[src/rtl/sivde_pkg.sv]
`timescale 1ns / 1ps
// ----------------------------------------------------------------------------
// sivde_pkg
// Shared types and constants of the signed integer binary/decimal encoder.
// ----------------------------------------------------------------------------
package sivde_pkg;

    localparam int VALUE_W     = 32;
    localparam int MAG_W       = 31;
    localparam int BYTE_W      = 8;
    localparam int BCNT_W      = 3;
    localparam int DCNT_W      = 4;
    localparam int MAX_DIGITS  = 10;
    localparam int QUEUE_DEPTH = 2;
    localparam int QPTR_W      = 1;
    localparam int QCNT_W      = 2;
    localparam int PROD_W      = 63;
    localparam int RECIP_SHIFT = 35;

    localparam logic [31:0]       RECIP_10       = 32'hCCCC_CCCD;
    localparam logic [BYTE_W-1:0] NEG_HDR_OFFSET = 8'd5;
    localparam logic [BYTE_W-1:0] CHAR_ZERO      = 8'h30;
    localparam logic [BYTE_W-1:0] CHAR_SPACE     = 8'h20;
    localparam logic [BYTE_W-1:0] CHAR_MINUS     = 8'h2D;

    typedef struct packed {
        logic             neg;
        logic             binary_mode;
        logic [MAG_W-1:0] mag;
    } t_item;

    typedef enum logic [2:0] {
        ST_IDLE,
        ST_BIN_HDR,
        ST_BIN_BYTE,
        ST_TXT_DIV,
        ST_TXT_SIGN,
        ST_TXT_DIGIT,
        ST_TXT_SPACE
    } t_back_state;

endpackage

[src/rtl/sivde_if.sv]
`timescale 1ns / 1ps
// ----------------------------------------------------------------------------
// sivde interfaces
// Valid/ready channels for input values, output bytes and configuration.
// ----------------------------------------------------------------------------
interface sivde_in_if;
    logic                               valid;
    logic                               ready;
    logic signed [sivde_pkg::VALUE_W-1:0] value;

    modport source (output valid, output value, input ready);
    modport sink   (input valid, input value, output ready);
endinterface


interface sivde_cfg_if;
    logic valid;
    logic ready;
    logic binary_mode;

    modport source (output valid, output binary_mode, input ready);
    modport sink   (input valid, input binary_mode, output ready);
endinterface

[src/rtl/sivde_front.sv]
`timescale 1ns / 1ps
// ----------------------------------------------------------------------------
// sivde_front
// Holds the mode register, accepts values and forms sign and clamped magnitude.
// ----------------------------------------------------------------------------
module sivde_front (
    input  logic                 i_clk,
    input  logic                 i_rst_n,
    sivde_in_if.sink             i_in,
    sivde_cfg_if.sink            i_cfg,
    output logic                 o_push_valid,
    output sivde_pkg::t_item     o_push_item,
    input  logic                 i_push_ready
);

    logic                              r_binary_mode;
    logic [sivde_pkg::VALUE_W-1:0]     raw;
    logic [sivde_pkg::VALUE_W-1:0]     abs_val;

    always_ff @(posedge i_clk) begin
        if (!i_rst_n) begin
            r_binary_mode <= 1'b1;
        end else if (i_cfg.valid && i_cfg.ready) begin
            r_binary_mode <= i_cfg.binary_mode;
        end
    end

    assign i_cfg.ready = 1'b1;
    assign raw         = i_in.value;
    assign abs_val     = raw[sivde_pkg::VALUE_W-1] ? (~raw + 32'd1) : raw;

    // most negative value clamps to the largest positive magnitude
    always_comb begin
        o_push_item.neg         = raw[sivde_pkg::VALUE_W-1];
        o_push_item.binary_mode = r_binary_mode;
        o_push_item.mag         = abs_val[sivde_pkg::VALUE_W-1] ? {sivde_pkg::MAG_W{1'b1}}
                                                                : abs_val[sivde_pkg::MAG_W-1:0];
    end

    assign o_push_valid = i_in.valid;
    assign i_in.ready   = i_push_ready;

endmodule

[src/flat_wrapper.sv]
// flat-port wrapper written by rule: the top's interface ports become plain ports
module sivde_front_flat 
  (i_clk, i_rst_n, o_push_valid, o_push_item, i_push_ready, i_in_valid, i_in_value, i_in_ready, i_cfg_valid, i_cfg_binary_mode, i_cfg_ready);
  sivde_in_if i_in_i ();
  sivde_cfg_if i_cfg_i ();
  input  logic i_clk;
  input  logic i_rst_n;
  output logic o_push_valid;
  output sivde_pkg::t_item o_push_item;
  input  logic i_push_ready;
  input wire logic [$bits(i_in_i.valid)-1:0] i_in_valid;
  input wire logic [$bits(i_in_i.value)-1:0] i_in_value;
  output wire logic [$bits(i_in_i.ready)-1:0] i_in_ready;
  input wire logic [$bits(i_cfg_i.valid)-1:0] i_cfg_valid;
  input wire logic [$bits(i_cfg_i.binary_mode)-1:0] i_cfg_binary_mode;
  output wire logic [$bits(i_cfg_i.ready)-1:0] i_cfg_ready;
  assign i_in_i.valid = i_in_valid;
  assign i_in_i.value = i_in_value;
  assign i_in_ready = i_in_i.ready;
  assign i_cfg_i.valid = i_cfg_valid;
  assign i_cfg_i.binary_mode = i_cfg_binary_mode;
  assign i_cfg_ready = i_cfg_i.ready;
  sivde_front u_core (.i_clk(i_clk), .i_rst_n(i_rst_n), .i_in(i_in_i), .i_cfg(i_cfg_i), .o_push_valid(o_push_valid), .o_push_item(o_push_item), .i_push_ready(i_push_ready));
endmodule
[config.mk]
export PLATFORM = sky130hd
export DESIGN_NAME = sivde_front_flat
export DESIGN_NICKNAME = d
export VERILOG_FILES = /design/src/rtl/sivde_pkg.sv /design/src/rtl/sivde_if.sv /design/src/rtl/sivde_front.sv /design/src/flat_wrapper.sv
export SDC_FILE = /design/constraint.sdc
export NUM_CORES = 1
export LEC_CHECK = 0
export BUFFER_PORTS_ARGS = -buffer_cell sky130_fd_sc_hd__buf_2
export CORE_MARGIN = 4
export CORE_UTILIZATION = 46
export DETAILED_ROUTE_END_ITERATION = 12
export PLACE_DENSITY = 0.88
export SLEW_MARGIN = 20
export SYNTH_ARGS = -nofsm -noshare
export SYNTH_HDL_FRONTEND = slang
export SYNTH_SLANG_ARGS = --single-unit
[constraint.sdc]
create_clock -name i_clk -period 3.5 [get_ports i_clk]
set_input_delay 0.525 -clock i_clk [delete_from_list [all_inputs] [get_ports i_clk]]
set_output_delay 0.525 -clock i_clk [all_outputs]
set_load 0.05 [all_outputs]
== After elaboration in Yosys (flattened, before gate mapping) ==
Cells that the tools add are included.

* Register bits after elaboration: 1
* Input port bits: 38
* Output and inout bits: 36

* $add $sub $neg: 1
* Multiplexer cells: 2
* Bitwise gates (word level): 1

{| class="wikitable"
|+ Operators by type and width
! operator !! count
|-
| 32-bit by 1-bit adder with 32-bit output (second input constant) || 1
|-
| 32-bit two-way mux || 1
|-
| 32-bit NOT || 1
|-
| 31-bit two-way mux || 1
|}

== Depth between registers and ports, before layout ==
Gate-level depths: netlist (run 1).

* Word-level depth: 4
* Depth in mapped cells: 7
* Depth with buffers taken out: 7

== Least setup slack after synthesis (run 1) ==
OpenSTA, ideal clock, no wires.

* Path kind: input -> output
* From: in i_in_value[5]
* To: out o_push_item[23] (netlist bit)
* Data arrival time: 2601 ps
* Setup slack: 374 ps
* Stages on the path: 5
* Cells stage by stage: nor4_4 nand4_2 nor2_4 a21oi_1 o21ai_0

{| class="wikitable"
|+ RTL lines
! what !! line !! text
|-
| start, declared || flat_wrapper.sv:12 || <nowiki>input wire logic [$bits(i_in_i.value)-1:0] i_in_value;</nowiki>
|-
| end, declared || flat_wrapper.sv:9 || <nowiki>output sivde_pkg::t_item o_push_item;</nowiki>
|}

==> results.md, run 1 <==
* Status: finished clean
* Slew Limit Fails at 0
* Bufs and invs on worst path at 2
* # rows at 17
* Number of synthesized flops with an enable pin at 0
* Wirelength per Cell at 13.3 um
* Flop-to-flop setup slack at 2.92 ns
* FF-to-FF Start: u_core.r_binary_mode
* Reg2Reg Depth at 2
* Post-synth ARST share at 0
* Clock share of power at 0
* CP Max Fanout at 14
* Synth warn at 0
* Largest registers: u_core.r_binary_mode (1)
* Largest net degree at the start of global routing at 32
* Worst hold path class: reg2reg
* Antenna-violating nets left at 0
* CP Class: in2out
* WP data required at 2.97 ns
* Antenna cells at 0
* Final setup viols at 0
* Max stage delay cell, worst path: nor3_1
* Largest reg by FF count: u_core.r_binary_mode
* Worst Setup SP: i_in_value[8]
* Distinct cells, synth at 45
* Sw Ratio at 0.703
* Pint at 83.1 uW
* Initial Util at 0.487
* Clock latency at the later pin of the worst-skew pair at 0 ns
* Unrepaired setup endpoints after global routing: no
* Worst path max stage delay at 0.47 ns
* Final Hold Fails at 0
* DP HPWL at 2.71 mm
* Final Util at 0.634
* Setup TNS at 0 ns
* Post-Syn Area at roughly 1100 um2
* Sequential power share at 0.045
* Port bufs at 68
* Final min period at 3.15 ns
* Pwr Density at between 150 and 200 nW/um2
* Psw at 197 uW
* Post-CTS sizing at 0
* Critical path, cell by cell: buf_2, nor3_1, nand4_2, nor2_4, nand3_1, nand2b_1, buf_2
* Slew of the pin with the lowest slew margin at about 0.54 ns
* Vias in the first global route at about 1,300
* Die H at 56.6 um
* Syn-to-layout area delta at 30.1%
* Synthesized Nets at around 210
* Top cell by count, worst path: buf_2
* DRT iter0 DRCs at 35
* Worst-path clk slew at 0 ns
* Most frequent cells in the layout: 68 x buf_2, 24 x nand2_1, 10 x o21ai_0, 10 x xor2_1, 9 x o31ai_1
* Fill cells at around 240
* First-pass DRT Iterations at 5
* WP data arrival at 2.63 ns
* First-pass GRT wire length at about 5.6 mm
* Max-Cap Viols at 0
* Synth Flop Type: dfxtp_1
* Postcts setup bufs at 0
* Global route total overflow at 0
* CP Launch Type: input pin
* Synth Area per Inst at 6.60 um2
* Core area at 2230 um2
* Final #Nets at 265
* Final wirelength at 3.35 mm
* Via density at 5.75
* Commonest non-fill, non-tap cell in the layout: buf_2
* Die Wd at 56.6 um
* Clock Skew at 0 ns
* Cells after Synth at 165
* Sequential cell area fraction in the yosys report at 0.0184
* CP top delay family: simple AND/OR/NAND/NOR gates
* R2r endpoint: u_core.r_binary_mode
* Logic gate share of total power at 0.955
* Static leakage at approximately 0.00068 uW
* GRT Total Usage at 0.198
* Via Count at 1,442
* Hold-fix buffers at CTS at 0
* Stages on worst setup path at 7
* Relative slew slack at 0.635
* Initial antenna violation count at 0
* Critical Path End: o_push_item[6]
* Io pins at 74
* Die area at 3210 um2
* Tcrit/Tclk final at 0.901
* Layout cells sized above 1 at 0.372
* Max rail drop VDD at 0.111 mV
* Fmax at 317 MHz
* CP Capture Type: output pin
* Flip-flop count of the largest register after layout at 1
* Yosys reg bits at 1
* Drc violations at 0
* Final Wtd Congestion at 0.886
[worst register-to-register path, delay by kind of cell (launching register included)]
family | cells | cell delay, ns
flops | 1 | 0.28
mux | 1 | 0.12
simple gates | 1 | 0.06
[layout make-up]
class | count | area, um2 | share of cell area
Inverter | 8 | 30.0 | 0.0212
Sequential cell | 1 | 20.0 | 0.0141
Multi-Input combinational cell | 143 | 968 | 0.684
Tap cell | 28 | 35.0 | 0.0247
Timing Repair Buffer | 71 | 363 | 0.256
[power by group through the flow]
stage	clock network [uW]	logic, uW	registers [uW]
finish	0	268	12.6
global route	0	286	12.8
CTS	0	268	12.6
detailed placement	0	268	12.6
global placement	0	265	12.6
floorplan	0	199	12.6
[stage by stage]
step                total power [uW]  hold WS (ns)  cell area [um2]  cells  worst slack, ns
CTS                              281         0.453             1420    251            0.319
floorplan                        211         0.441             1090    165            0.374
detailed placement               280         0.452             1420    251            0.329
global placement                 277         0.447             1420    251            0.412
finish                           280         0.453             1420    251            0.346
global route                     299         0.524             1420    251            0.102
[per-layer routing]
layer | part of all wire | routed length (um) | track usage
met4 | 0 | 0 | 0.0102
met5 | 0 | 0 | 0
met1 | 0.43 | 1440 | 0.243
met2 | 0.49 | 1660 | 0.383
met3 | 0.076 | 255 | 0.0161
[worst min-delay path by stage]
stage,start,cells after the start,endpoint,slack (ns)
final,u_core.r_binary_mode,2,u_core.r_binary_mode,0.45
after global routing,u_core.r_binary_mode,2,u_core.r_binary_mode,0.52
after CTS,u_core.r_binary_mode,2,u_core.r_binary_mode,0.45
after detailed placement,u_core.r_binary_mode,2,u_core.r_binary_mode,0.45
after global placement,u_core.r_binary_mode,2,u_core.r_binary_mode,0.45
after floorplan,u_core.r_binary_mode,2,u_core.r_binary_mode,0.44
[synth_stat cells, types with 2 or more instances]
master    count  share of area
or3_1         5          0.029
nand3b_1      2          0.014
nand2_1      24          0.083
xor2_1       10          0.080
a31oi_1       6          0.034
inv_1         8          0.028
nand4_1       4          0.023
o21ai_0      10          0.046
mux2i_1       6          0.055
nor3_1        6          0.028
o21ai_1       3          0.014
buf_2         2         0.0092
clkbuf_1      6          0.021
o31ai_1       9          0.062
and3_1        4          0.023
nor4_4        3          0.059
buf_4         5          0.034
xnor2_1       2          0.016
o31a_1        3          0.024
ha_1          2          0.023
nand3_1       6          0.028
a21oi_1       6          0.028
nor2_1        8          0.028
or4_1         3          0.021
and4_2        2          0.018
[logic make-up after synthesis]
logic type / count (synthesis) / share of synthesized area
AND/OR/NAND/NOR: 77 / 0.440
AO/OA/AOI/OAI: 45 / 0.271
buffers and inverters: 21 / 0.0920
XOR/XNOR: 12 / 0.0966
multiplexers: 6 / 0.0552
adder cells (fa/ha/maj): 2 / 0.0230
other: 1 / 0.00344
flip-flops: 1 / 0.0184
(Power assumes the default switching activity.)
==> inputs of run 2 (changes only) <==
Settings changed: CORE_UTILIZATION 46 to 47, CTS_BUF_LIST set to sky130_fd_sc_hd__clkbuf_8, PLACE_DENSITY 0.88 to 0.9.
==> run 2 against run 1 <==
Compared with the run above:
- via count rose by 0.90%
- total power fell by 0.27%
- fmax fell by 2.0%
- largest power group unchanged
- critical path type unchanged
- sequential power hardly changed
- register-to-register slack about the same
- combinational power barely moved
- routed wire length down 2.2%
==> results.md, run 2 (synthesis results as in run 1) <==
* Status: finished clean (unchanged)
* Logic gate share of total power at 0.955 (about the same)
* Final min period at 3.22 ns (was 3.15 ns)
* Pint at 83.1 uW (about the same)
* DRT iter0 DRCs at 50 (was 35)
* Psw at 196 uW (was 197 uW)
* Port bufs at 68 (unchanged)
* Hold_ws at 0.460 ns (was 0.453 ns)
* Final wirelength at 3.27 mm (was 3.35 mm)
* Top cell by count, worst path: buf_2 (unchanged)
* Final Hold Fails at 0 (unchanged)
* Worst-path clk slew at 0 ns (about the same)
* Antenna-violating nets left at 0 (unchanged)
* Commonest non-fill, non-tap cell in the layout: buf_2 (unchanged)
* Die Wd at 56.1 um (was 56.6 um)
* Clock share of power at 0 (about the same)
* CP Launch Type: input pin (unchanged)
* Syn-to-layout area delta at 30.1% (unchanged)
* Relative slew slack at 0.611 (was 0.635)
* Hold-fix buffers at CTS at 0 (unchanged)
* Wirelength per Cell at 13.0 um (was 13.3 um)
* Io pins at 74 (unchanged)
* Largest registers: u_core.r_binary_mode (1) (unchanged)
* DP HPWL at 2.69 mm (was 2.71 mm)
* GRT Total Usage at 0.196 (was 0.198)
* First-pass GRT wire length at 5.49 mm (was 5.58 mm)
* CP Max Fanout at 14 (unchanged)
* First-pass DRT Iterations at 4 (was 5)
* Critical path, cell by cell: buf_2, nor4_4, nand4_2, nor2_4, nand3_1, nand2b_1, buf_2 (was buf_2, nor3_1, nand4_2, nor2_4, nand3_1, nand2b_1, buf_2)
* CP Capture Type: output pin (unchanged)
* Global route total overflow at 0 (unchanged)
* Bufs and invs on worst path at 2 (unchanged)
* Flip-flop count of the largest register after layout at 1 (unchanged)
* Final Wtd Congestion at 0.951 (was 0.886)
* Clock Skew at 0 ns (unchanged)
* CP top delay family: simple AND/OR/NAND/NOR gates (unchanged)
* Max stage delay cell, worst path: nor4_4 (was nor3_1)
* Setup TNS at 0 ns (unchanged)
* Slew of the pin with the lowest slew margin at 0.579 ns (was 0.543 ns)
* Die H at 56.1 um (was 56.6 um)
* Die area at 3150 um2 (was 3210 um2)
* Tcrit/Tclk final at 0.920 (was 0.901)
* Post-CTS sizing at 0 (unchanged)
* Initial Util at 0.492 (was 0.487)
* Vias in the first global route at 1,362 (was 1,334)
* WP data required at 2.97 ns (about the same)
* Worst path max stage delay at 0.51 ns (was 0.47 ns)
* Via density at 5.80 (was 5.75)
* Drc violations at 0 (unchanged)
* Max-Cap Viols at 0 (unchanged)
* WP data arrival at 2.69 ns (was 2.63 ns)
* Via Count at 1,455 (was 1,442)
* Max rail drop VDD at 0.117 mV (was 0.111 mV)
* Core area at 2210 um2 (was 2230 um2)
* Pwr Density at 197 nW/um2 (was 198 nW/um2)
* Sequential power share at 0.045 (about the same)
* Sw Ratio at 0.703 (about the same)
* Initial antenna violation count at 0 (unchanged)
* Unrepaired setup endpoints after global routing: no (unchanged)
* Most frequent cells in the layout: 68 x buf_2, 24 x nand2_1, 10 x o21ai_0, 10 x xor2_1, 9 x o31ai_1 (unchanged)
* CP Class: in2out (unchanged)
* Largest net degree at the start of global routing at 38 (was 32)
* Final #Nets at 265 (unchanged)
* Antenna cells at 0 (unchanged)
* Layout cells sized above 1 at 0.372 (unchanged)
* Storage cell area at 20.0 um2 (unchanged)
* Worst hold path class: reg2reg (unchanged)
* Slew Limit Fails at 0 (unchanged)
* Area of the multi-input gates at 968 um2 (unchanged)
* Postcts setup bufs at 0 (unchanged)
* Final setup viols at 0 (unchanged)
* Largest reg by FF count: u_core.r_binary_mode (unchanged)
* Static leakage at 0.000683 uW (unchanged)
* Clock latency at the later pin of the worst-skew pair at 0 ns (about the same)
* Fill cells at 229 (was 235)
* Fmax at 311 MHz (was 317 MHz)
* # rows at 17 (unchanged)
run 2: through the flow:
| stage | cell area (um2) | power, uW | utilization | instances | worst slack, ns |
|---|---|---|---|---|---|
| after floorplan | 1090 | 211 | - | 165 | 0.374 |
| after global placement | 1420 | 277 | 0.640 | 251 | 0.417 |
| after detailed placement | 1420 | 279 | 0.640 | 251 | 0.278 |
| after CTS | 1420 | 280 | 0.640 | 251 | 0.265 |
| after global routing | 1420 | 298 | 0.640 | 251 | 0.0359 |
| final | 1420 | 279 | 0.640 | 251 | 0.280 |
run 2: metal layers:
layer  track usage  vias up  part of all wire
li1              -      734                 -
met1         0.243      661              0.42
met2         0.372       58              0.50
met3        0.0139        2             0.077
met4        0.0237        0            0.0024
met5             0        -                 0
run 2: final cells by class:
| class | count | area share |
|---|---|---|
| inverters | 8 | 0.0212 |
| multi-input cells | 143 | 0.684 |
| flip-flops and latches | 1 | 0.0141 |
| well taps | 28 | 0.0247 |
| repair buffers | 71 | 0.256 |
run 2: final timing paths:
kind,startpoint,end,slack [ns],cells after the start
setup / recovery,i_in_value[5],o_push_item[6],0.28,7
hold / removal,u_core.r_binary_mode,u_core.r_binary_mode,0.46,2
setup reg to reg,u_core.r_binary_mode,u_core.r_binary_mode,2.91,2
hold reg to reg,u_core.r_binary_mode,u_core.r_binary_mode,0.46,2
run 2: power groups by stage:
stage	registers, uW	clock network (uW)	logic, uW
2_1_floorplan	12.6	0	199
3_3_place_gp	12.6	0	265
3_5_place_dp	12.6	0	267
4_1_cts	12.6	0	267
5_1_grt	12.7	0	285
6_report	12.6	0	267
run 2: worst register-to-register path, delay by kind of cell (launching register included):
kind | cells | cell delay, ns
mux | 1 | 0.13
flops | 1 | 0.28
simple gates | 1 | 0.06
==> inputs of run 3 (changes only) <==
Settings changed: CELL_PAD_IN_SITES_DETAIL_PLACEMENT set to 0, CELL_PAD_IN_SITES_GLOBAL_PLACEMENT set to 1, CORE_UTILIZATION 47 to 30, PLACE_DENSITY 0.9 to 0.89.
==> run 3 against run 2 <==
Compared with the run above:
- register-to-register slack about the same
- total power increased by 0.49%
- final area increased by 1.6%
- utilization decreased by 22 points
- combinational power about the same
- routed wire length increased by 9.0%
- critical path depth unchanged
- global-route usage decreased by 4.9 points
- critical path type unchanged
- largest power group unchanged
==> results.md, run 3 (synthesis results as in run 1) <==
* Status: finished clean (unchanged)
* Postcts setup bufs at 0 (unchanged)
* Slew of the pin with the lowest slew margin at 0.549 ns (was 0.579 ns)
* Clock latency at the later pin of the worst-skew pair at 0 ns (about the same)
* Sw Ratio at 0.704 (was 0.703)
* Psw at 198 uW (was 196 uW)
* Clock Skew at 0 ns (unchanged)
* Initial Util at 0.319 (was 0.492)
* Worst-path clk slew at 0 ns (about the same)
* Static leakage at 0.000683 uW (unchanged)
* Antenna-violating nets left at 0 (unchanged)
* Post-CTS sizing at 0 (unchanged)
* WP data required at 2.97 ns (about the same)
* Wirelength per Cell at 13.3 um (was 13.0 um)
* Final Hold Fails at 0 (unchanged)
* Final Util at 0.421 (was 0.640)
* Port bufs at 68 (unchanged)
* Die area at 4660 um2 (was 3150 um2)
* Commonest non-fill, non-tap cell in the layout: buf_2 (unchanged)
* Antenna cells at 0 (unchanged)
* Hold-fix buffers at CTS at 0 (unchanged)
* Via Count at 1,431 (was 1,455)
* Pint at 83.0 uW (was 83.1 uW)
* Syn-to-layout area delta at 32.2% (was 30.1%)
* Clock share of power at 0 (about the same)
* Flip-flop count of the largest register after layout at 1 (unchanged)
* Pwr Density at 195 nW/um2 (was 197 nW/um2)
* Final #Nets at 265 (unchanged)
* Most frequent cells in the layout: 68 x buf_2, 24 x nand2_1, 10 x o21ai_0, 10 x xor2_1, 9 x o31ai_1 (unchanged)
* Global route total overflow at 0 (unchanged)
* Final Wtd Congestion at 0.854 (was 0.951)
* CP Launch Type: input pin (unchanged)
* Die Wd at 68.2 um (was 56.1 um)
* Worst hold path class: reg2reg (unchanged)
* Drc violations at 0 (unchanged)
* Die H at 68.2 um (was 56.1 um)
* First-pass DRT Iterations at 4 (unchanged)
* Setup TNS at 0 ns (unchanged)
* CP Max Fanout at 14 (unchanged)
* First-pass GRT wire length at 5.62 mm (was 5.49 mm)
* CP Capture Type: output pin (unchanged)
* Logic gate share of total power at 0.955 (about the same)
* Io pins at 74 (unchanged)
* Vias in the first global route at 1,255 (was 1,362)
* Max-Cap Viols at 0 (unchanged)
* CP Class: in2out (unchanged)
* Slew Limit Fails at 0 (unchanged)
* Max rail drop VDD at 0.0767 mV (was 0.117 mV)
* Final wirelength at 3.57 mm (was 3.27 mm)
* Fill cells at 393 (was 229)
* Largest reg by FF count: u_core.r_binary_mode (unchanged)
* Via density at 5.32 (was 5.80)
* Worst setup margin at 0.294 ns (was 0.280 ns)
* Core area at 3420 um2 (was 2210 um2)
* Sequential power share at 0.045 (about the same)
* Largest registers: u_core.r_binary_mode (1) (unchanged)
* Tcrit/Tclk final at 0.916 (was 0.920)
* Final min period at 3.21 ns (was 3.22 ns)
* # rows at 21 (was 17)
* Largest net degree at the start of global routing at 32 (was 38)
* Layout cells sized above 1 at 0.372 (unchanged)
* WP data arrival at 2.68 ns (was 2.69 ns)
* DRT iter0 DRCs at 53 (was 50)
* Final setup viols at 0 (unchanged)
* GRT Total Usage at 0.147 (was 0.196)
* Pre-CTS WS at 0.306 ns (was 0.278 ns)
* Fmax at 312 MHz (was 311 MHz)
* Unrepaired setup endpoints after global routing: no (unchanged)
* Relative slew slack at 0.631 (was 0.611)
* Initial antenna violation count at 0 (unchanged)
* DP HPWL at 2.91 mm (was 2.69 mm)
[run 3: per-stage QoR]
stage	hold slack [ns]	total power, uW	instance area, um2	std cells
detailed placement	0.458	281	1440	269
global route	0.481	298	1440	269
global placement	0.445	281	1440	269
finish	0.455	281	1440	269
CTS	0.459	282	1440	269
floorplan	0.441	211	1090	165
[run 3: critical path, stage by stage]
cell	delay (ns)
buf_2	0.14
nor3_1	0.48
nand4_2	0.31
nor2_4	0.29
nand3_1	0.44
nand2b_1	0.21
buf_2	0.28
[run 3: cell type report]
| class | count | area [um2] | area share |
|---|---|---|---|
| inverter | 8 | 30.0 | 0.0209 |
| sequential | 1 | 20.0 | 0.0139 |
| tap | 46 | 57.6 | 0.0400 |
| multi-input combinational | 143 | 968 | 0.673 |
| timing repair buffer | 71 | 363 | 0.252 |
[run 3: metal layers]
metal | part of all wire | global-route usage | wire length [um]
met1 | 0.45 | 0.202 | 1610
met5 | 0 | 0 | 0
met3 | 0.091 | 0.0197 | 324
met2 | 0.46 | 0.256 | 1640
met4 | 0 | 0.00248 | 0
[run 3: final timing paths]
path | start | slack, ns | cells after the start | end
hold reg to reg | u_core.r_binary_mode | 0.45 | 2 | u_core.r_binary_mode
setup reg to reg | u_core.r_binary_mode | 2.92 | 2 | u_core.r_binary_mode
hold / removal | u_core.r_binary_mode | 0.45 | 2 | u_core.r_binary_mode
setup / recovery | i_in_value[8] | 0.29 | 7 | o_push_item[6]
[run 3: power groups by stage]
stage | combinational (uW) | clock [uW] | sequential, uW
6_report | 268 | 0 | 12.6
5_1_grt | 286 | 0 | 12.7
4_1_cts | 270 | 0 | 12.6
3_5_place_dp | 269 | 0 | 12.6
3_3_place_gp | 268 | 0 | 12.6
2_1_floorplan | 199 | 0 | 12.6
