## config.mk

```make
export PLATFORM = sky130hd
export DESIGN_NAME = sivde_queue
export DESIGN_NICKNAME = d
export VERILOG_FILES = /design/src/rtl/sivde_pkg.sv /design/src/rtl/sivde_queue.sv
export SDC_FILE = /design/constraint.sdc
export NUM_CORES = 1
export LEC_CHECK = 0
export BUFFER_PORTS_ARGS = -buffer_cell sky130_fd_sc_hd__buf_2
export CAP_MARGIN = 20
export CORE_MARGIN = 3
export CORE_UTILIZATION = 40
export DETAILED_ROUTE_END_ITERATION = 10
export RECOVER_POWER = 50
export SETUP_SLACK_MARGIN = 0.3
export SLEW_MARGIN = 40
export SYNTH_ARGS = -nofsm -noshare
export SYNTH_HDL_FRONTEND = slang
export SYNTH_SLANG_ARGS = --single-unit
```

## constraint.sdc

```tcl
create_clock -name i_clk -period 2.3 [get_ports i_clk]
set_input_delay 0.23 -clock i_clk [delete_from_list [all_inputs] [get_ports i_clk]]
set_output_delay 0.23 -clock i_clk [all_outputs]
set_load 0.01 [all_outputs]
```

## src/rtl/sivde_pkg.sv

```systemverilog
`timescale 1ns / 1ps
// ----------------------------------------------------------------------------
// sivde_pkg
// Shared types and constants of the signed integer binary/decimal encoder.
// ----------------------------------------------------------------------------
package sivde_pkg;

    localparam int VALUE_W     = 32;
    localparam int MAG_W       = 31;
    localparam int BYTE_W      = 8;
    localparam int BCNT_W      = 3;
    localparam int DCNT_W      = 4;
    localparam int MAX_DIGITS  = 10;
    localparam int QUEUE_DEPTH = 2;
    localparam int QPTR_W      = 1;
    localparam int QCNT_W      = 2;
    localparam int PROD_W      = 63;
    localparam int RECIP_SHIFT = 35;

    localparam logic [31:0]       RECIP_10       = 32'hCCCC_CCCD;
    localparam logic [BYTE_W-1:0] NEG_HDR_OFFSET = 8'd5;
    localparam logic [BYTE_W-1:0] CHAR_ZERO      = 8'h30;
    localparam logic [BYTE_W-1:0] CHAR_SPACE     = 8'h20;
    localparam logic [BYTE_W-1:0] CHAR_MINUS     = 8'h2D;

    typedef struct packed {
        logic             neg;
        logic             binary_mode;
        logic [MAG_W-1:0] mag;
    } t_item;

    typedef enum logic [2:0] {
        ST_IDLE,
        ST_BIN_HDR,
        ST_BIN_BYTE,
        ST_TXT_DIV,
        ST_TXT_SIGN,
        ST_TXT_DIGIT,
        ST_TXT_SPACE
    } t_back_state;

endpackage

```

## src/rtl/sivde_queue.sv

```systemverilog
`timescale 1ns / 1ps
// ----------------------------------------------------------------------------
// sivde_queue
// Two-entry queue of classified values between front and back.
// ----------------------------------------------------------------------------
module sivde_queue (
    input  logic             i_clk,
    input  logic             i_rst_n,
    input  logic             i_push_valid,
    input  sivde_pkg::t_item i_push_item,
    output logic             o_push_ready,
    output logic             o_pop_valid,
    output sivde_pkg::t_item o_pop_item,
    input  logic             i_pop_ready
);

    sivde_pkg::t_item                r_mem [sivde_pkg::QUEUE_DEPTH];
    logic [sivde_pkg::QPTR_W-1:0]    r_wr_ptr;
    logic [sivde_pkg::QPTR_W-1:0]    r_rd_ptr;
    logic [sivde_pkg::QCNT_W-1:0]    r_count;
    logic                            push;
    logic                            pop;

    assign o_push_ready = (r_count != sivde_pkg::QCNT_W'(sivde_pkg::QUEUE_DEPTH));
    assign o_pop_valid  = (r_count != '0);
    assign o_pop_item   = r_mem[r_rd_ptr];
    assign push         = i_push_valid && o_push_ready;
    assign pop          = o_pop_valid && i_pop_ready;

    always_ff @(posedge i_clk) begin
        if (push) begin
            r_mem[r_wr_ptr] <= i_push_item;
        end
    end

    always_ff @(posedge i_clk) begin
        if (!i_rst_n) begin
            r_wr_ptr <= '0;
            r_rd_ptr <= '0;
            r_count  <= '0;
        end else begin
            if (push) begin
                r_wr_ptr <= r_wr_ptr + 1'b1;
            end
            if (pop) begin
                r_rd_ptr <= r_rd_ptr + 1'b1;
            end
            if (push && !pop) begin
                r_count <= r_count + 1'b1;
            end else if (pop && !push) begin
                r_count <= r_count - 1'b1;
            end
        end
    end

endmodule

```

## Yosys cells after proc, flatten, opt, wreduce, memory -nomap -nowiden

Memory sizes are Yosys's and may differ from the RTL's. A register that Yosys moved wholly into a read port is not among the register bits.
Index checks and enable logic that the tools add are counted.

| cells by class | value |
|---|---|
| add/subtract/negate cells | 4 |
| equal/unequal tests | 1 |
| muxes and demuxes | 6 |
| reductions and logical operators | 8 |

Operators by type and width:

| kind | count |
|---|---|
| 1-bit logical AND | 4 |
| 1-bit 2-to-1 mux | 4 |
| 2-bit 2-to-1 mux | 2 |
| 2-bit nonzero test | 2 |
| 1-bit adder, second input constant | 2 |
| 2-bit by 1-bit adder with 2-bit output, second input constant | 1 |
| 1-bit logical NOT | 2 |
| 2-bit inequality test, second input constant | 1 |
| 2-bit by 1-bit subtractor with 2-bit output, second input constant | 1 |

| storage, ports and cells | value |
|---|---|
| register bits | 4 |
| memory bits (writable) | 66 |
| input port bits | 37 |
| logic and storage cells | 23 |
| memories | 1 |

Memory list:

| name | words | width | read ports | clocked after memory_dff | wr ports | RTL line | text |
|---|---|---|---|---|---|---|---|
| r_mem | 2 | 33 | 1 | 1 | 1 | sivde_queue.sv:17 | `sivde_pkg::t_item r_mem [sivde_pkg::QUEUE_DEPTH];` |

## Depth between registers and ports, before layout

Gate-level depths: netlist of the first run.

| depth | value |
|---|---|
| depth in word-level cells | 6 |
| depth in mapped cells | 6 |
| mapped depth without buffers | 6 |

## Least setup slack after synthesis of the first run

No wires, ideal clock.

| timing path | value |
|---|---|
| path kind | reg2reg |
| start point | register r_count[0] (netlist name) |
| end point | memory r_mem[1][0] (netlist name), enable pin |
| library setup time | 0.393 ns |
| data arrival time | 1.431 ns |
| data required time | 1.907 ns |
| slack | 0.476 ns |
| stages on the path, launching flop included | 3 |
| period minus slack after synthesis | 1.824 ns |
| cells stage by stage | dfxtp_1 > nand2b_4 > and3_1 |

| between the ends | value |
|---|---|
| longest elaborated chain between the ends | 4 |

RTL lines:

| what | RTL line | text |
|---|---|---|
| start: declaration | sivde_queue.sv:20 | `logic [sivde_pkg::QCNT_W-1:0] r_count;` |
| start signal: assignment | sivde_queue.sv:49 | `r_count <= r_count + 1'b1;` |
| start signal: assignment | sivde_queue.sv:51 | `r_count <= r_count - 1'b1;` |
| 2-bit inequality test | sivde_queue.sv:24 | `assign o_push_ready = (r_count != sivde_pkg::QCNT_W'(sivde_pkg::QUEUE_DEPTH));` |
| via o_push_ready | sivde_queue.sv:11 | `output logic o_push_ready,` |
| 1-bit logical AND | sivde_queue.sv:27 | `assign push = i_push_valid && o_push_ready;` |
| 1-bit 2-to-1 mux | sivde_queue.sv:31 | `if (push) begin` |
| 1-bit 2-to-1 mux (implied by the code) | sivde_queue.sv:32 | `r_mem[r_wr_ptr] <= i_push_item;` |
| end: declaration | sivde_queue.sv:17 |  |

The timed path passes the listed nets, and every way through them passes these cells.

## Worst setup path after layout of the first run

| timing path | value |
|---|---|
| start point | register r_count[0] (netlist name) |
| end point | memory r_mem[0][9] (netlist name), enable pin |

| between the ends | value |
|---|---|
| longest elaborated chain between the ends | 4 |

RTL lines:

| what | RTL line |
|---|---|
| 2-bit inequality test | sivde_queue.sv:24 |
| 1-bit logical AND | sivde_queue.sv:27 |
| 1-bit 2-to-1 mux | sivde_queue.sv:31 |
| 1-bit 2-to-1 mux (implied by the code) | sivde_queue.sv:32 |

Every way passes these cells.

==> results of run 1 <==
-- sequential cells by signal (all words and copies together) (netlist names), named ones only --
name,cells
r_count,2
r_mem,66
r_rd_ptr,1
r_wr_ptr,1
-- synthesized netlist by cell type --
cell type  number  share of area (%)
xnor2_1         2               0.67
a21boi_1        1               0.29
nand2b_4        1               0.53
and2_1          4               0.96
buf_2           4               0.77
xor2_1          1               0.33
a21boi_0        1               0.29
inv_1           1               0.14
or2_2           1               0.24
o21ai_0         1               0.19
dfxtp_1         5                3.8
mux2_2         33                 14
o21ai_1         1               0.19
and3_1          1               0.24
ha_1            1               0.48
edfxtp_1       66                 76
nand3b_1        1               0.29
or3_1           1               0.24
a21bo_2         1               0.38
-- how the worst min path moves through the flow --
stage | startpoint | to | slack, ps
3_5_place_dp | i_push_item[24] | r_mem[0][24] | 420
5_1_grt | i_push_item[24] | r_mem[1][24] | 70
6_report | i_push_item[24] | r_mem[1][24] | 90
3_3_place_gp | i_push_item[24] | r_mem[0][24] | 420
2_1_floorplan | i_push_item[0] | r_mem[0][0] | 330
4_1_cts | i_push_item[24] | r_mem[1][24] | 70
-- area by class of cell --
cell class	instances	area, um2	area share, %
Multi-Input combinational cell	51	503	15.4
Timing Repair Buffer	75	354	10.8
Inverter	1	3.75	0.115
Clock inverter	7	111	3.40
Sequential cell	71	2080	63.6
Tap cell	75	93.8	2.87
Clock buffer	9	124	3.79
-- per-layer routing --
metal / track usage (%) / up-vias
li1: - / 653
met1: 15.6 / 664
met2: 21.9 / 39
met4: 7.65 / 0
met5: 0 / -
met3: 3.31 / 10
-- logic make-up (layout without fill, tap and decap cells) --
logic type,after synthesis,after routing
adders and majority gates,1,1
buffers and inverters,5,92
muxes,33,33
AOI/OAI and AO/OA,5,5
and+or+nand+nor,9,9
xor gates and xnor gates,3,3
DFF,71,71
-- stage by stage --
step / hold slack, ps / utilization [%] / instance area (um2)
2_1_floorplan: 329 / - / 2620
3_3_place_gp: 420 / 50.2 / 3080
3_5_place_dp: 424 / 50.2 / 3080
4_1_cts: 68.7 / 54.0 / 3310
5_1_grt: 67.9 / 53.4 / 3270
6_report: 88.9 / 53.4 / 3270
-- power groups by stage --
stage | Combinational [mW] | Clock, mW | Sequential (mW)
3_5_place_dp | 0.927 | 0 | 1.71
2_1_floorplan | 0.593 | 0 | 1.69
3_3_place_gp | 0.899 | 0 | 1.69
4_1_cts | 0.933 | 1.18 | 1.68
5_1_grt | 0.957 | 1.23 | 1.69
6_report | 0.885 | 1.15 | 1.68
==> flow_metrics.env, run 1 <==
export IMPL_outcome="complete, no violations"
export IMPL_synth_xor_area_share_pct=1.00
export IMPL_nets=247
export IMPL_crit_cells=4
export IMPL_fin_setup_tns_ps=0
export IMPL_wl_met2_um=2450
export IMPL_post_place_ws_ps=679
export IMPL_grt_pass1_wl_um=7280
export IMPL_fmax_mhz=533
export IMPL_port_buffers=71
export IMPL_antenna_found_initial=0
export IMPL_startpoint_type="flip-flop"
export IMPL_hold_viol=0
export IMPL_max_slew_margin_rel_pct=42.0
export IMPL_p_seq_share_pct=45.2
export IMPL_cp_startpoint="r_count[0]"
export IMPL_switching_share_pct=25.8
export IMPL_grt_pass1_vias=1460
export IMPL_cp_num_buf_inv=2
export IMPL_clkTransAtPathRegs_ps=70
export IMPL_vias_per_cell=4.73
export IMPL_synth_top_family_by_area="multiplexers"
export IMPL_holdBufCountCts=0
export IMPL_fp_row_count=28
export IMPL_gr_usage_all_layers_pct=13.3
export IMPL_cts_resized=0
export IMPL_synth_simple_area_share_pct=2.49
export IMPL_n_antenna_cell=0
export IMPL_wl_met1_um=1890
export IMPL_comb_power_share_pct=23.9
export IMPL_cts_sinks=71
export IMPL_htreeDepth=3
export IMPL_die_area_um2=7550
export IMPL_rr_worst_depth=4
export IMPL_p_total_mw=3.71
export IMPL_dp_cells=273
export IMPL_p_leak_nw=1.20
export IMPL_p_int_mw=2.75
export IMPL_tritoncts="done"
export IMPL_finalSetupViolCount=0
export IMPL_final_cell_mix="edfxtp_1 (66), buf_2 (53), mux2_2 (33), clkbuf_1 (19), clkbuf_8 (9)"
export IMPL_drt_iter0_drc=64
export IMPL_drc=0
export IMPL_syn_inst=127
export IMPL_path_cells="nand2b_1, nand3b_1, inv_1, clkbuf_2"
export IMPL_crit_family="buffers and inverters"
export IMPL_worstSetupPathType="reg2reg"
export IMPL_die_x_um=86.9
export IMPL_grt_ovfl_total=0
export IMPL_cts_path_max_buffers=2
export IMPL_worstPathArrival_ps=1830
export IMPL_critPathCaptureType="flip-flop"
export IMPL_synth_mux_area_share_pct=14.2
export IMPL_ant_nets=0
export IMPL_synth_avg_cell_area_um2=20.6
export IMPL_worstPathMaxFanout=33
export IMPL_synth_compound_area_share_pct=1.34
export IMPL_clk_latency_ps=330
export IMPL_top_layer="met4"
export IMPL_grt_start_max_net_pins=34
export IMPL_dr_total_vias=1366
export IMPL_rsz0062_at_grt="false"
export IMPL_ys_ff_latch=71
export IMPL_r2r_start="r_count[0]"
export IMPL_crit_end="r_mem[0][9]"
export IMPL_cts_root_buf="clkbuf_8"
export IMPL_layout_commonest_cell="edfxtp_1"
export IMPL_syn_nets=165
export IMPL_yosysWarnings=0
export IMPL_setup_ws_ps=425
export IMPL_cts_inserted_buffers=9
export IMPL_drive_gt1_share_pct=49.5
export IMPL_required_ps=2250
export IMPL_route_met3_wl_um=256
export IMPL_dp_hpwl_um=3260
export IMPL_whs_path_depth=1
export IMPL_core_area_um2=6130
export IMPL_wl_per_cell_um=16.2
export IMPL_drv_slew=0
export IMPL_fin_cells=289
export IMPL_irDropWorstVdd_v=0.000627
export IMPL_p_switching_uw=957
export IMPL_fin_crit_sh_pct=81.5
export IMPL_hold_class="in2reg"
export IMPL_ys_types=19
export IMPL_crit_path_top_delay_cell="clkbuf_2"
export IMPL_power_density_nw_per_um2=1130
export IMPL_clock_skew_ps=7.53
export IMPL_detail_route_first_pass_iterations=2
export IMPL_initial_core_util_pct=42.7
export IMPL_critPathMaxStageDelay_ps=650
export IMPL_ys_seq_area_share_pct=79.6
export IMPL_synth_area_um2=2620
export IMPL_tightest_slew_ps=871
export IMPL_fillCellCount=516
export IMPL_ios=72
export IMPL_drv_cap=0
export IMPL_synth_fa_ha_area_share_pct=0.478
export IMPL_routed_wirelength_um=4690
export IMPL_die_h_um=86.9
export IMPL_r2r_slack_ps=430
export IMPL_place_congestion=0.738
export IMPL_period_minus_slack_ps=1870
export IMPL_area_delta_synth_final_pct=25.1
export IMPL_power_frac_clock_pct=30.9
export IMPL_cts_setup_buffers=0
export IMPL_r2r_end="r_mem[0][9]"
Power figures use the tool's default switching activity.
==> run 2, diff against run 1 <==
Clock period 2.3 ns to 2 ns, I/O delays scaled along.
==> run 2 against run 1 <==
  * Fmax increased by 12%
  * Register-to-register slack lost 100 ps
  * Count of clock-buffer cells in the layout up 3
  * Setup slack lost 100 ps
  * Clock skew shrank 5.2 ps
  * Final cell count increased by 1.7%
  * Worst hold slack got worse by 28 ps
  * Largest power group unchanged
  * First-iteration DRC count is 34% lower
  * Highest routed layer unchanged
  * Final area grew 1.5%
  * Sequential share of layout area down 0.93 points
  * Power grew 13%
  * Utilization increased by 0.80 points
==> flow_metrics.env, run 2 (synthesis gave the netlist of run 1 again) <==
export IMPL_p_leak_nw=1.21
export IMPL_p_seq_share_pct=46.2
export IMPL_die_area_um2=7550
export IMPL_worstSetupPathType="reg2reg"
export IMPL_clock_skew_ps=2.33
export IMPL_die_x_um=86.9
export IMPL_irDropWorstVdd_v=0.000745
export IMPL_fillCellCount=492
export IMPL_ant_nets=0
export IMPL_area_delta_synth_final_pct=26.9
export IMPL_cts_sinks=71
export IMPL_r2r_end="r_count[1]"
export IMPL_port_buffers=71
export IMPL_grt_pass1_wl_um=7510
export IMPL_power_frac_clock_pct=27.9
export IMPL_vias_per_cell=4.76
export IMPL_worstPathArrival_ps=1940
export IMPL_routed_wirelength_um=4890
export IMPL_clkTransAtPathRegs_ps=70
export IMPL_grt_pass1_vias=1537
export IMPL_antenna_found_initial=0
export IMPL_max_slew_margin_rel_pct=77.9
export IMPL_p_int_mw=3.10
export IMPL_rsz0062_at_grt="false"
export IMPL_r2r_slack_ps=320
export IMPL_n_antenna_cell=0
export IMPL_fin_crit_sh_pct=83.8
export IMPL_cts_inserted_buffers=9
export IMPL_layout_commonest_cell="edfxtp_1"
export IMPL_grt_start_max_net_pins=21
export IMPL_detail_route_first_pass_iterations=3
export IMPL_cts_root_buf="clkbuf_8"
export IMPL_drt_iter0_drc=42
export IMPL_core_area_um2=6130
export IMPL_power_density_nw_per_um2=1260
export IMPL_htreeDepth=3
export IMPL_largest_register="r_mem"
export IMPL_die_h_um=86.9
export IMPL_fmax_mhz=597
export IMPL_startpoint_type="flip-flop"
export IMPL_drv_slew=0
export IMPL_holdPathEnd="r_mem[1][10]"
export IMPL_switching_share_pct=25.9
export IMPL_worstPathMaxFanout=5
export IMPL_comb_power_share_pct=25.9
export IMPL_drive_gt1_share_pct=50.2
export IMPL_largest_reg_flops=66
export IMPL_hold_start="i_push_item[10]"
export IMPL_grt_ovfl_total=0
export IMPL_r2r_start="r_count[0]"
export IMPL_required_ps=2260
export IMPL_tritoncts="done"
export IMPL_whs_ps=61.1
export IMPL_place_congestion=0.752
export IMPL_finalSetupViolCount=0
export IMPL_dr_total_vias=1400
export IMPL_hold_class="in2reg"
export IMPL_final_cell_mix="edfxtp_1 (66), buf_2 (51), mux2_2 (33), clkbuf_1 (22), clkbuf_8 (9)"
export IMPL_largestRegisters="r_mem (66), r_count (2)"
export IMPL_clk_latency_ps=320
export IMPL_drc=0
export IMPL_drv_cap=0
export IMPL_fp_row_count=28
export IMPL_period_minus_slack_ps=1680
export IMPL_gr_usage_all_layers_pct=13.6
export IMPL_outcome="complete, no violations"
export IMPL_critPathCaptureType="flip-flop"
export IMPL_rr_worst_depth=5
export IMPL_dp_hpwl_um=3470
export IMPL_whs_path_depth=1
export IMPL_ios=72
export IMPL_nets=252
export IMPL_tightest_slew_ps=328
export IMPL_wl_per_cell_um=16.6
export IMPL_fin_setup_tns_ps=0
export IMPL_p_switching_mw=1.08
export IMPL_hold_viol=0
export IMPL_cts_path_max_buffers=2
export IMPL_initial_core_util_pct=42.7
export IMPL_holdBufCountCts=0
## run 2: changes by cell type in the layout (fill, tap and decap cells not counted), moves of 2 or more
cell	delta
clkbuf_2	-2
buf_2	-2
clkbuf_1	+3
buf_4	+3
buf_12	+2
clkbuf_4	+2
## run 2: how the worst max path moves through the flow
stage,from,end,slack [ps],cells past startpoint
6_report,r_count[0],r_count[1],320,5
5_1_grt,r_count[0],r_count[1],230,5
4_1_cts,flip-flop,o_pop_item[14],300,3
2_1_floorplan,r_count[0],r_mem[0][0],500,3
3_5_place_dp,r_count[0],r_mem[1][16],380,3
3_3_place_gp,r_count[0],r_mem[0][21],470,4
## run 2: routing by layer
layer  share of wire (%)  wire length (um)  GRT usage (%)  up-vias
li1                    -                 -              -      667
met1                  39              1890           14.4      691
met2                  54              2640           24.0       36
met3                 6.1               298           5.01        6
met4                 1.3                65           6.09        0
met5                   0                 0              0        -
## run 2: worst max-delay path, cell delays in order (launching register included)
cell	delay (ps)
dfxtp_1	370
nand2b_1	240
and2_1	190
ha_1	320
or3_1	350
a21boi_1	140
## run 2: timing repair
item,CTS,global route
endpoints found under the setup margin,0,43
buffers inserted,0,4
hold endpoints to repair,0,0
resized for setup,0,2
## run 2: through the flow
stage | std cells | setup WS, ps | total power [mW] | utilization (%) | area [um2]
4_1_cts | 290 | 304 | 4.24 | 54.1 | 3320
2_1_floorplan | 127 | 497 | 2.63 | - | 2620
6_report | 294 | 324 | 4.18 | 54.2 | 3320
3_5_place_dp | 274 | 377 | 3.06 | 50.8 | 3110
3_3_place_gp | 274 | 475 | 3.01 | 50.8 | 3110
5_1_grt | 294 | 229 | 4.39 | 54.2 | 3320
## run 2: power groups by stage
stage	sequential [mW]	combinational, mW	clock, mW
after floorplan	1.94	0.687	0
after global placement	1.95	1.06	0
after detailed placement	1.97	1.09	0
after CTS	1.94	1.10	1.20
after global routing	1.95	1.18	1.27
final	1.93	1.08	1.17
## run 2: final cells by class
type / count / area, um2 / area share (%)
clock buffers: 12 / 135 / 4.07
clock inverters: 4 / 70.1 / 2.11
inverters: 1 / 5.00 / 0.151
multi-input cells: 51 / 508 / 15.3
flip-flops and latches: 71 / 2080 / 62.7
well taps: 75 / 93.8 / 2.83
repair buffers: 80 / 427 / 12.8
==> run 3, diff against run 2 <==
Settings changed: ABC_AREA from default to 1.
Clock period 2 ns to 1.65 ns, I/O delays scaled along.
==> run 3 against run 2 <==
  * Clock power up 10%
  * Sequential power up 24%
  * Sequential cell count unchanged
  * Final cell count up 9.5%
  * Power up 33%
  * Clock skew up 6.8 ps
==> flow_metrics.env, run 3 <==
export IMPL_outcome="complete, no violations"
export IMPL_comb_power_share_pct=33.4
export IMPL_fin_crit_sh_pct=92.8
export IMPL_worstSetupPathType="reg2out"
export IMPL_layout_commonest_cell="edfxtp_1"
export IMPL_synth_area_top_cells="edfxtp_1 (71%), mux2_4 (16%), dfxtp_1 (3.6%)"
export IMPL_routed_wirelength_um=4660
export IMPL_clkTransAtPathRegs_ps=80
export IMPL_drt_iter0_drc=27
export IMPL_tightest_slew_ps=319
export IMPL_whs_path_depth=1
export IMPL_switching_share_pct=26.8
export IMPL_n_antenna_cell=0
export IMPL_final_cell_mix="edfxtp_1 (66), mux2_4 (33), buf_6 (30), buf_2 (25), clkbuf_1 (21)"
export IMPL_wl_met1_um=1830
export IMPL_syn_nets=178
export IMPL_period_minus_slack_ps=1530
export IMPL_fin_setup_tns_ps=0
export IMPL_die_x_um=89.3
export IMPL_fmax_mhz=653
export IMPL_setup_ws_ps=118
export IMPL_rr_worst_depth=5
export IMPL_ant_nets=0
export IMPL_die_h_um=89.3
export IMPL_ys_seq_area_share_pct=75.0
export IMPL_power_frac_clock_pct=23.3
export IMPL_crit_end="o_pop_item[6]"
export IMPL_p_leak_nw=1.49
export IMPL_synth_top_area_share_pct=71.4
export IMPL_p_int_mw=4.06
export IMPL_synth_area_um2=2780
export IMPL_worstPathArrival_ps=1370
export IMPL_gr_usage_all_layers_pct=12.2
export IMPL_clock_skew_ps=9.11
export IMPL_drive_gt1_share_pct=51.8
export IMPL_nets=278
export IMPL_syn_inst=140
export IMPL_grt_ovfl_total=0
export IMPL_initial_core_util_pct=42.5
export IMPL_rsz0062_at_grt="true"
export IMPL_r2r_start="r_count[0]"
export IMPL_yosysWarnings=0
export IMPL_cts_sinks=71
export IMPL_cts_inserted_buffers=9
export IMPL_drv_slew=0
export IMPL_hold_viol=0
export IMPL_synth_flop_cell="edfxtp_1"
export IMPL_synth_avg_cell_area_um2=19.8
export IMPL_clk_latency_ps=330
export IMPL_p_switching_mw=1.49
export IMPL_largest_register="r_mem"
export IMPL_cts_root_buf="clkbuf_8"
export IMPL_yosys_area_top_type="edfxtp_1"
export IMPL_die_area_um2=7980
export IMPL_r2r_slack_ps=170
export IMPL_fp_row_count=29
export IMPL_p_seq_share_pct=43.3
export IMPL_wl_met2_um=2380
export IMPL_post_place_ws_ps=281
export IMPL_area_delta_synth_final_pct=36.5
export IMPL_htreeDepth=3
export IMPL_antenna_found_initial=0
export IMPL_final_area_um2=3790
export IMPL_worstPathMaxFanout=6
export IMPL_detail_route_first_pass_iterations=4
export IMPL_dp_cells=291
export IMPL_finalSetupViolCount=0
export IMPL_dp_hpwl_um=3170
export IMPL_cts_path_max_buffers=2
export IMPL_dr_total_vias=1484
export IMPL_vias_per_cell=4.61
export IMPL_place_congestion=0.666
export IMPL_grt_start_max_net_pins=22
export IMPL_tritoncts="done"
export IMPL_required_ps=1480
export IMPL_r2r_end="r_mem[1][31]"
export IMPL_grt_pass1_wl_um=7020
export IMPL_fin_cells=322
export IMPL_top_layer="met4"
export IMPL_irDropWorstVdd_v=0.000695
export IMPL_hold_class="in2reg"
export IMPL_largest_reg_flops=66
export IMPL_critPathCaptureType="output pin"
export IMPL_drc=0
export IMPL_power_density_nw_per_um2=1460
export IMPL_route_met3_wl_um=369
export IMPL_synth_most_common_cell="edfxtp_1"
export IMPL_ys_ff_latch=71
export IMPL_core_area_um2=6530
export IMPL_synth_async_sr_flop_share_pct=0
export IMPL_grt_pass1_vias=1528
export IMPL_startpoint_type="flip-flop"
export IMPL_synth_common_cells="edfxtp_1 (66), mux2_4 (30), nand2_1 (9)"
export IMPL_synth_edf_count=66
export IMPL_largestRegisters="r_mem (66), r_count (2)"
export IMPL_max_slew_margin_rel_pct=78.7
export IMPL_ios=72
export IMPL_drv_cap=0
export IMPL_ys_types=15
export IMPL_wl_per_cell_um=14.5
export IMPL_place_area_um2=3280
export IMPL_port_buffers=71
run 3: layout make-up:
class	instances	area, um2
clock inverters	6	60.1
flip-flops and latches	71	2090
clock buffers	10	128
well taps	77	96.3
fillers	523	2740
multi-input cells	57	638
inverters	8	35.0
repair buffers	93	748
run 3: layer usage:
layer / up-vias / GRT usage, %
li1: 720 / -
met1: 705 / 13.3
met2: 50 / 20.4
met3: 9 / 4.42
met4: 0 / 6.90
met5: - / 0
run 3: how the worst min path moves through the flow:
stage / from / to / slack, ps
after floorplan: i_push_item[0] / r_mem[0][0] / 260
after global placement: i_push_item[6] / r_mem[0][6] / 350
after detailed placement: i_push_item[5] / r_mem[1][5] / 360
after CTS: i_push_item[14] / r_mem[1][14] / 1
after global routing: i_push_item[16] / r_mem[0][16] / -0.2
final: i_push_item[27] / r_mem[0][27] / 20
run 3: through the flow:
stage          utilization, %  power [mW]  hold slack (ps)
3_3_place_gp             50.2        3.85              353
2_1_floorplan               -        3.42              264
4_1_cts                  57.4        5.58             1.37
3_5_place_dp             50.2        3.87              356
6_report                 58.1        5.55             20.6
5_1_grt                  58.1        5.86           -0.237
run 3: critical path, cell delays in order, from the launching register on:
cell and delay, ps:
dfxtp_4 440, buf_4 170, mux2_4 290, buf_2 140
run 3: power by group through the flow:
stage | clock network [mW] | logic [mW] | registers [mW]
after floorplan | 0 | 1.03 | 2.39
after global routing | 1.42 | 2.01 | 2.43
after CTS | 1.34 | 1.83 | 2.40
after global placement | 0 | 1.43 | 2.42
final | 1.29 | 1.86 | 2.40
after detailed placement | 0 | 1.44 | 2.43
run 3: cells by family (layout without fill, tap and decap cells):
kind of cell / count (synthesis) / in the layout / synth area share [%]
muxes: 33 / 33 / 17.4
DFF: 71 / 71 / 75.0
and+or+nand+nor: 19 / 19 / 2.70
buffers and inverters: 12 / 117 / 3.65
adders and majority gates: 1 / 1 / 0.450
AOI/OAI and AO/OA: 4 / 4 / 0.811
run 3: repair_timing:
action	4_1_cts	5_1_grt
setup buffers	2	9
resized for setup	39	7
endpoints found under the hold margin	4	1
hold buffers	2	1
pin swaps	1	3
gates cloned	1	0
endpoints found under the setup margin	59	89
